===== config.mk =====
export PLATFORM = sky130hd
export DESIGN_NAME = voxel_ray_traversal_top_flat
export DESIGN_NICKNAME = d
export VERILOG_FILES = /design/src/rtl/vrt_pkg.sv /design/src/rtl/vrt_if.sv /design/src/rtl/voxel_ray_traversal_top.sv /design/src/rtl/vrt_front.sv /design/src/rtl/vrt_queue.sv /design/src/rtl/vrt_back.sv /design/src/flat_wrapper.sv
export SDC_FILE = /design/constraint.sdc
export NUM_CORES = 2
export LEC_CHECK = 0
export ABC_CLOCK_PERIOD_IN_PS = 27200
export BUFFER_PORTS_ARGS = -buffer_cell sky130_fd_sc_hd__buf_2
export CAP_MARGIN = 30
export CORE_ASPECT_RATIO = 0.5
export CORE_MARGIN = 2
export CORE_UTILIZATION = 40
export DETAILED_ROUTE_END_ITERATION = 8
export GPL_ROUTABILITY_DRIVEN = 0
export MAX_ROUTING_LAYER = met4
export PLACE_DENSITY_LB_ADDON = 0.05
export SETUP_SLACK_MARGIN = 0.02
export SLEW_MARGIN = 0
export SYNTH_ARGS = -nofsm -noshare
export SYNTH_HDL_FRONTEND = slang
export SYNTH_SLANG_ARGS = --single-unit

===== constraint.sdc =====
create_clock -name clk -period 27.2 [get_ports clk]
set_input_delay 2.72 -clock clk [delete_from_list [all_inputs] [get_ports clk]]
set_output_delay 2.72 -clock clk [all_outputs]
set_load 0.03 [all_outputs]

===== src/rtl/vrt_pkg.sv =====
// ----------------------------------------------------------------------------
// vrt_pkg: shared types and constants for the voxel ray traversal block
// Fixed-point formats, traversal job record and cross-product pair tables.
// ----------------------------------------------------------------------------
package vrt_pkg;

	localparam int FRAC_BITS = 11;
	localparam int INT_BITS  = 5;

	localparam int IN_W     = 16;                    // width of one coordinate field
	localparam int COORD_W  = INT_BITS + FRAC_BITS;  // significant coordinate bits
	localparam int CELL_W   = 7;                     // cell index, two's complement
	localparam int FACE_W   = 3;
	localparam int CNT_W    = 7;                     // step count / cap
	localparam int NUM_W    = FRAC_BITS + 7;         // holds (cap + 1) units
	localparam int PROD_W   = NUM_W + COORD_W;       // numerator * delta
	localparam int SUM_W    = INT_BITS + 2;          // sum of three integer spans
	localparam int CMP_W    = (SUM_W > CNT_W) ? SUM_W : CNT_W;
	localparam int N_PAIRS  = 6;
	localparam int PAIR_W   = 3;
	localparam int Q_DEPTH  = 2;
	localparam int QPTR_W   = 1;

	localparam logic [CNT_W-1:0] CAP_LIMIT = CNT_W'(64);
	localparam logic [CNT_W-1:0] CAP_MIN   = CNT_W'(1);

	localparam logic [1:0] AXIS_X = 2'd0;
	localparam logic [1:0] AXIS_Y = 2'd1;
	localparam logic [1:0] AXIS_Z = 2'd2;

	// cross-product slots: P[row][col] = numerator[row] * delta[col]
	localparam logic [PAIR_W-1:0] P_XY = 3'd0;
	localparam logic [PAIR_W-1:0] P_YX = 3'd1;
	localparam logic [PAIR_W-1:0] P_XZ = 3'd2;
	localparam logic [PAIR_W-1:0] P_ZX = 3'd3;
	localparam logic [PAIR_W-1:0] P_YZ = 3'd4;
	localparam logic [PAIR_W-1:0] P_ZY = 3'd5;

	typedef struct packed {
		logic [2:0][CELL_W-1:0]    cidx;
		logic [2:0]                dir;    // 1: stepping toward lower index
		logic [2:0]                dz;     // zero delta, axis never chosen
		logic [2:0][COORD_W-1:0]   delta;
		logic [N_PAIRS-1:0][PROD_W-1:0] prod;
		logic [CNT_W-1:0]          count;
	} job_t;

	function automatic logic [1:0] pair_row(input logic [PAIR_W-1:0] k);
		logic [1:0] r;
		case (k)
			P_XY, P_XZ: r = AXIS_X;
			P_YX, P_YZ: r = AXIS_Y;
			default:    r = AXIS_Z;
		endcase
		return r;
	endfunction

	function automatic logic [1:0] pair_col(input logic [PAIR_W-1:0] k);
		logic [1:0] c;
		case (k)
			P_YX, P_ZX: c = AXIS_X;
			P_XY, P_ZY: c = AXIS_Y;
			default:    c = AXIS_Z;
		endcase
		return c;
	endfunction

endpackage


===== src/rtl/vrt_if.sv =====
// ----------------------------------------------------------------------------
// vrt_if: valid/ready channel interfaces
// Ray segment input channel and traversed cell output channel.
// ----------------------------------------------------------------------------
interface vrt_ray_if;
	import vrt_pkg::*;
	logic            valid;
	logic            ready;
	logic [IN_W-1:0] start_x;
	logic [IN_W-1:0] start_y;
	logic [IN_W-1:0] start_z;
	logic [IN_W-1:0] end_x;
	logic [IN_W-1:0] end_y;
	logic [IN_W-1:0] end_z;

	modport source (output valid, start_x, start_y, start_z, end_x, end_y, end_z,
		input ready);
	modport sink (input valid, start_x, start_y, start_z, end_x, end_y, end_z,
		output ready);
endinterface

interface vrt_cell_if;
	import vrt_pkg::*;
	logic                     valid;
	logic                     ready;
	logic signed [CELL_W-1:0] cell_x;
	logic signed [CELL_W-1:0] cell_y;
	logic signed [CELL_W-1:0] cell_z;
	logic [FACE_W-1:0]        face;
	logic                     last;

	modport source (output valid, cell_x, cell_y, cell_z, face, last, input ready);
	modport sink (input valid, cell_x, cell_y, cell_z, face, last, output ready);
endinterface


===== src/rtl/voxel_ray_traversal_top.sv =====
// Flow: a ray is accepted, setup forms the six products with one multiplier and
//   then pushes the job to the queue; the stepper pops it and emits its cells.
// Output: N = min(sum of integer spans, cap) cells per ray, one per cycle while
//   cells.ready allows; a new ray is taken only after the last job is pushed.
//   A ray with no crossings is accepted and produces nothing.
// Reset: arst_n clears all control state asynchronously; max_steps returns to 64.
// ----------------------------------------------------------------------------
// voxel_ray_traversal_top: 3-D voxel ray traversal
// Front end sets up each ray, a two-entry queue decouples it from the
// stepper that emits the entered cells with face code and last flag.
// ----------------------------------------------------------------------------
module voxel_ray_traversal_top import vrt_pkg::*; (
	input  logic             clk,
	input  logic             arst_n,
	input  logic             cfg_we,
	input  logic [CNT_W-1:0] cfg_wdata,
	vrt_ray_if.sink          rays,
	vrt_cell_if.source       cells
);

	// cap register; the user must write it only while the block is idle (not enforced)
	logic [CNT_W-1:0] max_steps_q;

	// front -> queue
	job_t front_job;
	logic push, full;

	// queue -> back
	job_t back_job;
	logic avail, pop;

	always_ff @(posedge clk or negedge arst_n) begin
		if (!arst_n)
			max_steps_q <= CAP_LIMIT;
		else if (cfg_we)
			max_steps_q <= cfg_wdata;
	end

	// setup: per-axis delta, direction, start numerator, cell, count, and
	// the six cross products num[a] * delta[b] through one multiplier
	vrt_front u_front (
		.clk       (clk),
		.arst_n    (arst_n),
		.max_steps (max_steps_q),
		.rays      (rays),
		.job       (front_job),
		.push      (push),
		.full      (full)
	);

	// lets setup of the next ray run while the current one is traversed
	vrt_queue u_queue (
		.clk    (clk),
		.arst_n (arst_n),
		.wr_job (front_job),
		.push   (push),
		.full   (full),
		.rd_job (back_job),
		.avail  (avail),
		.pop    (pop)
	);

	// stepper: compares cross products (no divide), ties go to the higher axis (y over x, z over both),
	// results held in an output register so stepping continues under ready
	vrt_back u_back (
		.clk    (clk),
		.arst_n (arst_n),
		.job    (back_job),
		.avail  (avail),
		.pop    (pop),
		.cells  (cells)
	);

endmodule


===== src/rtl/vrt_front.sv =====
// ----------------------------------------------------------------------------
// vrt_front: ray setup
// Accepts a ray, derives per-axis delta, direction, numerator, start cell and
// step count, then forms the six cross products with one shared multiplier.
// ----------------------------------------------------------------------------
module vrt_front import vrt_pkg::*; (
	input  logic             clk,
	input  logic             arst_n,
	input  logic [CNT_W-1:0] max_steps,
	vrt_ray_if.sink          rays,
	output job_t             job,
	output logic             push,
	input  logic             full
);

	typedef enum logic [2:0] {
		F_IDLE = 3'b001,
		F_MUL  = 3'b010,
		F_PUSH = 3'b100
	} fstate_t;

	fstate_t           state_q;
	logic [PAIR_W-1:0] k_q;
	job_t              job_q;
	logic [2:0][NUM_W-1:0] num_q;

	logic [2:0][COORD_W-1:0] s, e, delta_d;
	logic [2:0][NUM_W-1:0]   num_d;
	logic [2:0][CELL_W-1:0]  cell_d;
	logic [2:0]              dir_d, dz_d;
	logic [2:0][INT_BITS-1:0] span;
	logic [SUM_W-1:0]        total;
	logic [CNT_W-1:0]        cap, count_d;
	logic                    accept;

	always_comb begin
		s[0] = COORD_W'(rays.start_x);
		s[1] = COORD_W'(rays.start_y);
		s[2] = COORD_W'(rays.start_z);
		e[0] = COORD_W'(rays.end_x);
		e[1] = COORD_W'(rays.end_y);
		e[2] = COORD_W'(rays.end_z);
		total = '0;
		for (int a = 0; a < 3; a++) begin
			logic [INT_BITS-1:0] is, ie;
			is = s[a][COORD_W-1 -: INT_BITS];
			ie = e[a][COORD_W-1 -: INT_BITS];
			dir_d[a]   = (e[a] < s[a]);
			delta_d[a] = dir_d[a] ? (s[a] - e[a]) : (e[a] - s[a]);
			dz_d[a]    = (delta_d[a] == '0);
			if (dz_d[a])
				num_d[a] = '0;
			else if (dir_d[a])
				num_d[a] = NUM_W'(s[a][FRAC_BITS-1:0]);
			else
				num_d[a] = NUM_W'(1 << FRAC_BITS) - NUM_W'(s[a][FRAC_BITS-1:0]);
			cell_d[a] = CELL_W'(is);
			span[a]   = (ie > is) ? (ie - is) : (is - ie);
			total     = total + SUM_W'(span[a]);
		end
		// cap clamped to 1..64
		if (max_steps < CAP_MIN)
			cap = CAP_MIN;
		else if (max_steps > CAP_LIMIT)
			cap = CAP_LIMIT;
		else
			cap = max_steps;
		count_d = (CMP_W'(total) < CMP_W'(cap)) ? CNT_W'(total) : cap;
	end

	assign rays.ready = (state_q == F_IDLE);
	assign accept     = rays.valid && rays.ready;
	assign push       = (state_q == F_PUSH) && !full;
	assign job        = job_q;

	always_ff @(posedge clk or negedge arst_n) begin
		if (!arst_n) begin
			state_q <= F_IDLE;
			k_q     <= '0;
		end else begin
			unique case (state_q)
				F_IDLE: begin
					// a ray with no crossings produces nothing
					if (accept && count_d != '0) begin
						state_q <= F_MUL;
						k_q     <= '0;
					end
				end
				F_MUL: begin
					if (k_q == PAIR_W'(N_PAIRS - 1))
						state_q <= F_PUSH;
					k_q <= k_q + 1'b1;
				end
				F_PUSH: begin
					if (!full)
						state_q <= F_IDLE;
				end
				default: state_q <= F_IDLE;
			endcase
		end
	end

	always_ff @(posedge clk) begin
		if (accept) begin
			job_q.cidx  <= cell_d;
			job_q.dir   <= dir_d;
			job_q.dz    <= dz_d;
			job_q.delta <= delta_d;
			job_q.count <= count_d;
			num_q       <= num_d;
		end
		if (state_q == F_MUL)
			job_q.prod[k_q] <= num_q[pair_row(k_q)] * job_q.delta[pair_col(k_q)];
	end

endmodule


===== src/rtl/vrt_queue.sv =====
// ----------------------------------------------------------------------------
// vrt_queue: job queue
// Two-entry register FIFO between ray setup and the traversal stepper.
// ----------------------------------------------------------------------------
module vrt_queue import vrt_pkg::*; (
	input  logic clk,
	input  logic arst_n,
	input  job_t wr_job,
	input  logic push,
	output logic full,
	output job_t rd_job,
	output logic avail,
	input  logic pop
);

	job_t              mem_q [Q_DEPTH];
	logic [QPTR_W-1:0] wp_q, rp_q;
	logic [QPTR_W:0]   cnt_q;

	assign full   = (cnt_q == (QPTR_W+1)'(Q_DEPTH));
	assign avail  = (cnt_q != '0);
	assign rd_job = mem_q[rp_q];

	function automatic logic [QPTR_W-1:0] next_ptr(input logic [QPTR_W-1:0] p);
		return (p == QPTR_W'(Q_DEPTH - 1)) ? '0 : p + 1'b1;
	endfunction

	always_ff @(posedge clk or negedge arst_n) begin
		if (!arst_n) begin
			wp_q  <= '0;
			rp_q  <= '0;
			cnt_q <= '0;
		end else begin
			if (push)
				wp_q <= next_ptr(wp_q);
			if (pop)
				rp_q <= next_ptr(rp_q);
			if (push && !pop)
				cnt_q <= cnt_q + 1'b1;
			else if (pop && !push)
				cnt_q <= cnt_q - 1'b1;
		end
	end

	always_ff @(posedge clk) begin
		if (push)
			mem_q[wp_q] <= wr_job;
	end

endmodule


===== src/rtl/vrt_back.sv =====
// ----------------------------------------------------------------------------
// vrt_back: traversal stepper
// Picks the axis with the earliest crossing from the cross products, steps
// the cell, updates the products by shifted deltas, one cell per cycle unless the output stalls.
// ----------------------------------------------------------------------------
module vrt_back import vrt_pkg::*; (
	input  logic clk,
	input  logic arst_n,
	input  job_t job,
	input  logic avail,
	output logic pop,
	vrt_cell_if.source cells
);

	job_t                 cur_q;
	logic                 busy_q;
	logic                 ovalid_q;
	logic [CELL_W-1:0]    ocx_q, ocy_q, ocz_q;
	logic [FACE_W-1:0]    oface_q;
	logic                 olast_q;

	logic                 adv, step;
	logic                 f_xy, f_xz, f_yz;
	logic [1:0]           ax;
	logic [2:0][CELL_W-1:0] cell_n;
	logic [N_PAIRS-1:0][PROD_W-1:0] prod_n;

	// t(a) < t(b) strictly; a zero-delta axis never wins
	function automatic logic first_of(input logic dza, input logic dzb,
		input logic [PROD_W-1:0] pab, input logic [PROD_W-1:0] pba);
		logic r;
		if (dza)
			r = 1'b0;
		else if (dzb)
			r = 1'b1;
		else
			r = (pab < pba);
		return r;
	endfunction

	assign adv  = !ovalid_q || cells.ready;
	assign step = busy_q && adv;
	assign pop  = !busy_q && avail;

	always_comb begin
		f_xy = first_of(cur_q.dz[AXIS_X], cur_q.dz[AXIS_Y], cur_q.prod[P_XY], cur_q.prod[P_YX]);
		f_xz = first_of(cur_q.dz[AXIS_X], cur_q.dz[AXIS_Z], cur_q.prod[P_XZ], cur_q.prod[P_ZX]);
		f_yz = first_of(cur_q.dz[AXIS_Y], cur_q.dz[AXIS_Z], cur_q.prod[P_YZ], cur_q.prod[P_ZY]);
		if (f_xy && f_xz)
			ax = AXIS_X;
		else if (f_yz)
			ax = AXIS_Y;
		else
			ax = AXIS_Z;

		cell_n = cur_q.cidx;
		cell_n[ax] = cur_q.dir[ax] ? (cur_q.cidx[ax] - 1'b1) : (cur_q.cidx[ax] + 1'b1);

		// numerator[ax] grows by one unit: its products grow by delta << FRAC_BITS
		for (int k = 0; k < N_PAIRS; k++) begin
			if (pair_row(PAIR_W'(k)) == ax)
				prod_n[k] = cur_q.prod[k] +
					(PROD_W'(cur_q.delta[pair_col(PAIR_W'(k))]) << FRAC_BITS);
			else
				prod_n[k] = cur_q.prod[k];
		end
	end

	always_ff @(posedge clk or negedge arst_n) begin
		if (!arst_n) begin
			busy_q   <= 1'b0;
			ovalid_q <= 1'b0;
		end else begin
			if (pop)
				busy_q <= 1'b1;
			else if (step && cur_q.count == CNT_W'(1))
				busy_q <= 1'b0;
			if (step)
				ovalid_q <= 1'b1;
			else if (cells.ready)
				ovalid_q <= 1'b0;
		end
	end

	always_ff @(posedge clk) begin
		if (pop)
			cur_q <= job;
		else if (step) begin
			cur_q.cidx  <= cell_n;
			cur_q.prod  <= prod_n;
			cur_q.count <= cur_q.count - 1'b1;
		end
		if (step) begin
			ocx_q   <= cell_n[AXIS_X];
			ocy_q   <= cell_n[AXIS_Y];
			ocz_q   <= cell_n[AXIS_Z];
			oface_q <= {ax, cur_q.dir[ax]};
			olast_q <= (cur_q.count == CNT_W'(1));
		end
	end

	assign cells.valid  = ovalid_q;
	assign cells.cell_x = ocx_q;
	assign cells.cell_y = ocy_q;
	assign cells.cell_z = ocz_q;
	assign cells.face   = oface_q;
	assign cells.last   = olast_q;

endmodule

===== src/flat_wrapper.sv =====
// flat-port wrapper written by rule: the top's interface ports become plain ports
module voxel_ray_traversal_top_flat import vrt_pkg::*;
  (clk, arst_n, cfg_we, cfg_wdata, rays_valid, rays_start_x, rays_start_y, rays_start_z, rays_end_x, rays_end_y, rays_end_z, rays_ready, cells_valid, cells_cell_x, cells_cell_y, cells_cell_z, cells_face, cells_last, cells_ready);
  vrt_ray_if rays_i ();
  vrt_cell_if cells_i ();
  input  logic clk;
  input  logic arst_n;
  input  logic cfg_we;
  input  logic [CNT_W-1:0] cfg_wdata;
  input wire logic [$bits(rays_i.valid)-1:0] rays_valid;
  input wire logic [$bits(rays_i.start_x)-1:0] rays_start_x;
  input wire logic [$bits(rays_i.start_y)-1:0] rays_start_y;
  input wire logic [$bits(rays_i.start_z)-1:0] rays_start_z;
  input wire logic [$bits(rays_i.end_x)-1:0] rays_end_x;
  input wire logic [$bits(rays_i.end_y)-1:0] rays_end_y;
  input wire logic [$bits(rays_i.end_z)-1:0] rays_end_z;
  output wire logic [$bits(rays_i.ready)-1:0] rays_ready;
  output wire logic [$bits(cells_i.valid)-1:0] cells_valid;
  output wire logic [$bits(cells_i.cell_x)-1:0] cells_cell_x;
  output wire logic [$bits(cells_i.cell_y)-1:0] cells_cell_y;
  output wire logic [$bits(cells_i.cell_z)-1:0] cells_cell_z;
  output wire logic [$bits(cells_i.face)-1:0] cells_face;
  output wire logic [$bits(cells_i.last)-1:0] cells_last;
  input wire logic [$bits(cells_i.ready)-1:0] cells_ready;
  assign rays_i.valid = rays_valid;
  assign rays_i.start_x = rays_start_x;
  assign rays_i.start_y = rays_start_y;
  assign rays_i.start_z = rays_start_z;
  assign rays_i.end_x = rays_end_x;
  assign rays_i.end_y = rays_end_y;
  assign rays_i.end_z = rays_end_z;
  assign rays_ready = rays_i.ready;
  assign cells_valid = cells_i.valid;
  assign cells_cell_x = cells_i.cell_x;
  assign cells_cell_y = cells_i.cell_y;
  assign cells_cell_z = cells_i.cell_z;
  assign cells_face = cells_i.face;
  assign cells_last = cells_i.last;
  assign cells_i.ready = cells_ready;
  voxel_ray_traversal_top u_core (.clk(clk), .arst_n(arst_n), .cfg_we(cfg_we), .cfg_wdata(cfg_wdata), .rays(rays_i), .cells(cells_i));
endmodule

==> flow_summary_export.csv <==
group,metric,value,unit
status,outcome,"complete, no violations",
detailed_routing,drt_iter0_markers,3650,
global_routing,grt_antenna_before_repair,27,
synth,netlist_area,62260,µm²
timing,hold_violations,0,
detailed_routing,ant_nets,0,
global_routing,grt_pass1_wl,256500,µm
timing,drv_slew,0,
floorplanning,die_h,283.0,µm
synth,ys_seq_area_frac,0.5541,
min_path,min_path_type,"reg2reg",
worst_setup_path,cp-startpoint,"u_core.u_front.k_q[0]",
global_routing,grt_start_max_net_pins,120,
layout,area_growth,11.19,%
synth,yosys_warnings,0,
timing,min_period,9.507,ns
timing,max_freq,105.2,MHz
synth,synth_edf_count,1133,
timing,rsz0062_at_grt,"false",
flow_run,drv_cap,0,
clocking,clock_latency,0.75,ns
synth,synth_top_cells_by_area,"edfxtp_1, ha_1, fa_1",
synth,synth_most_common_cell,"edfxtp_1",
timing,fin_tns_setup,0,ns
layout,drive_gt1_frac,0.09221,
synth,synthCells,5074,
synth,synthDistinctLibCells,93,
clocking,cts_tree,"built",
timing,slew_headroom,0.2470,
synth,async_flop_share,0.01649,
floorplanning,row_count,102,
worst_setup_path,r2r_slack,17.69,ns
worst_setup_path,arrival,9.99,ns
detailed_routing,vias,39631,
layout,final_nets,5937,
detailed_routing,routedWlPerCell,23.25,µm
clocking,ctsHoldBuffers,0,
worst_setup_path,critPathKind,"reg2reg",
synth,synth_nets,5774,
synth,syn_area_per_cell,12.27,µm²
detailed_routing,wirelength,172700,µm
timing,skew,0.07738,ns
placed_design,portBuffers,134,
timing,setup_viol,0,
clocking,clock_sinks,1152,
worst_setup_path,end_kind,"flop",
worst_setup_path,r2r-end,"u_core.u_front.job[35]",
worst_setup_path,crit_fanout,45,
detailed_routing,drc,0,
global_routing,first_global_vias,39552,
worst_setup_path,ff2ff_path_depth,28,
timing,holdWs,0.4188,ns
floorplanning,die_w,562.0,µm
synth,synth-seq-cells,1152,
clocking,cts_made_buffers,106,
timing,worst_pin_slew,1.124,ns
clocking,cts.repair.resized,0,
detailed_routing,first_pass_iters,5,
floorplanning,initial_core_util,0.4025,
floorplanning,ioPinCount,135,
layout,multi_input_area,25460,µm²
layout,seqCellArea,34500,µm²
synth,synth_top_area_frac,0.5464,
layout,nFillCells,14205,
synth,yosysTopAreaCell,"edfxtp_1",
global_routing,grt_overflow,0,
synth,synth-main-ff-cell,"edfxtp_1",
floorplanning,core,154700,µm²
worst_setup_path,cp_slowest_cell,"a21oi_1",
worst_setup_path,slowest_delay,0.88,ns
timing,fin_crit_sh,0.3495,
worst_setup_path,crit_required,27.68,ns
clocking,clockBufferDepth,3,
clocking,clk_pin_slew,0.06,ns
floorplanning,die_area,159000,µm²
worst_setup_path,start_kind,"flop",
detailed_routing,drt-vias-per-instance,5.338,
placed_design,hpwl,127700,µm
min_path,hold_start,"u_core.u_front.job[124]",
synth,synth_common_cells,"edfxtp_1, inv_1, ha_1",
global_routing,track_usage,0.2218,
clocking,postCtsSetupBuffers,0,
worst_setup_path,worst_r2r_startpoint,"u_core.u_front.k_q[0]",
clocking,ctsHtreeMaxLevel,3,
clocking,cts-root-buf,"clkbuf_16",
min_path,whs_path_depth,0,
min_path,worstHoldEndpoint,"u_core.u_queue.mem_q[1][124]",
## routing by layer
| layer | routed length, µm | vias up | GRT usage | share of wire |
|---|---|---|---|---|
| met5 | 0 | - | - | 0 |
| met4 | 3972 | 0 | 0.04986 | 0.023 |
| met3 | 10930 | 219 | 0.03953 | 0.063 |
| met2 | 73130 | 1039 | 0.3181 | 0.42 |
| met1 | 84620 | 19620 | 0.3261 | 0.49 |
| li1 | - | 18753 | - | - |
## registers in the layout, summed over array words and instances, names as in the netlist
register	flops
u_core.u_back.busy_q	1
u_core.u_queue.wp_q	1
u_core.u_back.cells.cell_z	7
u_core.u_front.k_q	3
u_core.u_front.job	262
u_core.u_back.cells.cell_y	7
u_core.u_queue.mem_q	524
u_core.u_queue.rp_q	1
u_core.u_back.cells.cell_x	7
u_core.u_queue.cnt_q	2
u_core.u_front.state_q	3
u_core.u_back.cur_q	286
u_core.max_steps_q	7
u_core.u_front.num_q	36
u_core.u_back.cells.face	3
u_core.u_back.cells.last	1
u_core.u_back.cells.valid	1
## worst max-delay path by stage
stage | endpoint | slack [ns] | depth (start not counted)
floorplan | u_core.u_queue.mem_q[0][0] | 13.70 | 3
global placement | u_core.u_front.job[104] | 18.01 | 28
detailed placement | u_core.u_front.job[69] | 17.80 | 28
CTS | u_core.u_front.job[70] | 17.78 | 28
global route | u_core.u_front.job[70] | 17.30 | 29
finish | u_core.u_front.job[35] | 17.69 | 28
## cell type report
class,count,area share
timing repair buffer,199,0.01834
clock inverter,63,0.01003
clock buffer,133,0.04007
inverter,499,0.02716
sequential,1152,0.4984
tap,2080,0.03759
multi-input combinational,3279,0.3677
antenna,20,0.0007229
## per-stage QoR
step	utilization	area, µm²	setup slack [ns]	cells
after floorplan	-	62260	13.70	5074
after global placement	0.4235	65500	18.01	7192
after detailed placement	0.4246	65670	17.80	7206
after CTS	0.4470	69140	17.78	7402
after global routing	0.4476	69230	17.30	7424
final	0.4476	69240	17.69	7425
## logic make-up after synthesis
| family | after synthesis | share of synthesized area |
|---|---|---|
| mux | 306 | 0.05084 |
| fa+ha+maj | 592 | 0.1387 |
| buf+inv | 643 | 0.03931 |
| simple gates | 1198 | 0.09023 |
| compound gates | 988 | 0.09893 |
| xor+xnor | 195 | 0.02787 |
| flops | 1152 | 0.5541 |
## placed cells by master, fill, tap and decap left out, types with 106 or more instances in the layout
| cell | instances |
|---|---|
| fa_1 | 164 |
| a21oi_1 | 336 |
| edfxtp_1 | 1133 |
| ha_1 | 428 |
| inv_1 | 494 |
| o21ai_0 | 199 |
| xnor2_1 | 134 |
| nand2_1 | 327 |
| clkbuf_16 | 106 |
| buf_2 | 136 |
| nor2_1 | 401 |
| mux2i_1 | 223 |
## critical path, delay by kind of cell, from the launching register on
family,cells,cell delay (ns)
AND/OR/NAND/NOR,4,0.77
adder cells (fa/ha/maj),8,3.70
buffers and inverters,7,0.70
flip-flops,1,0.50
XOR/XNOR,1,0.36
AO/OA/AOI/OAI,8,3.19
Power is not shown: default switching activity piles up to over one toggle a cycle in this logic, so the estimate is an artifact.
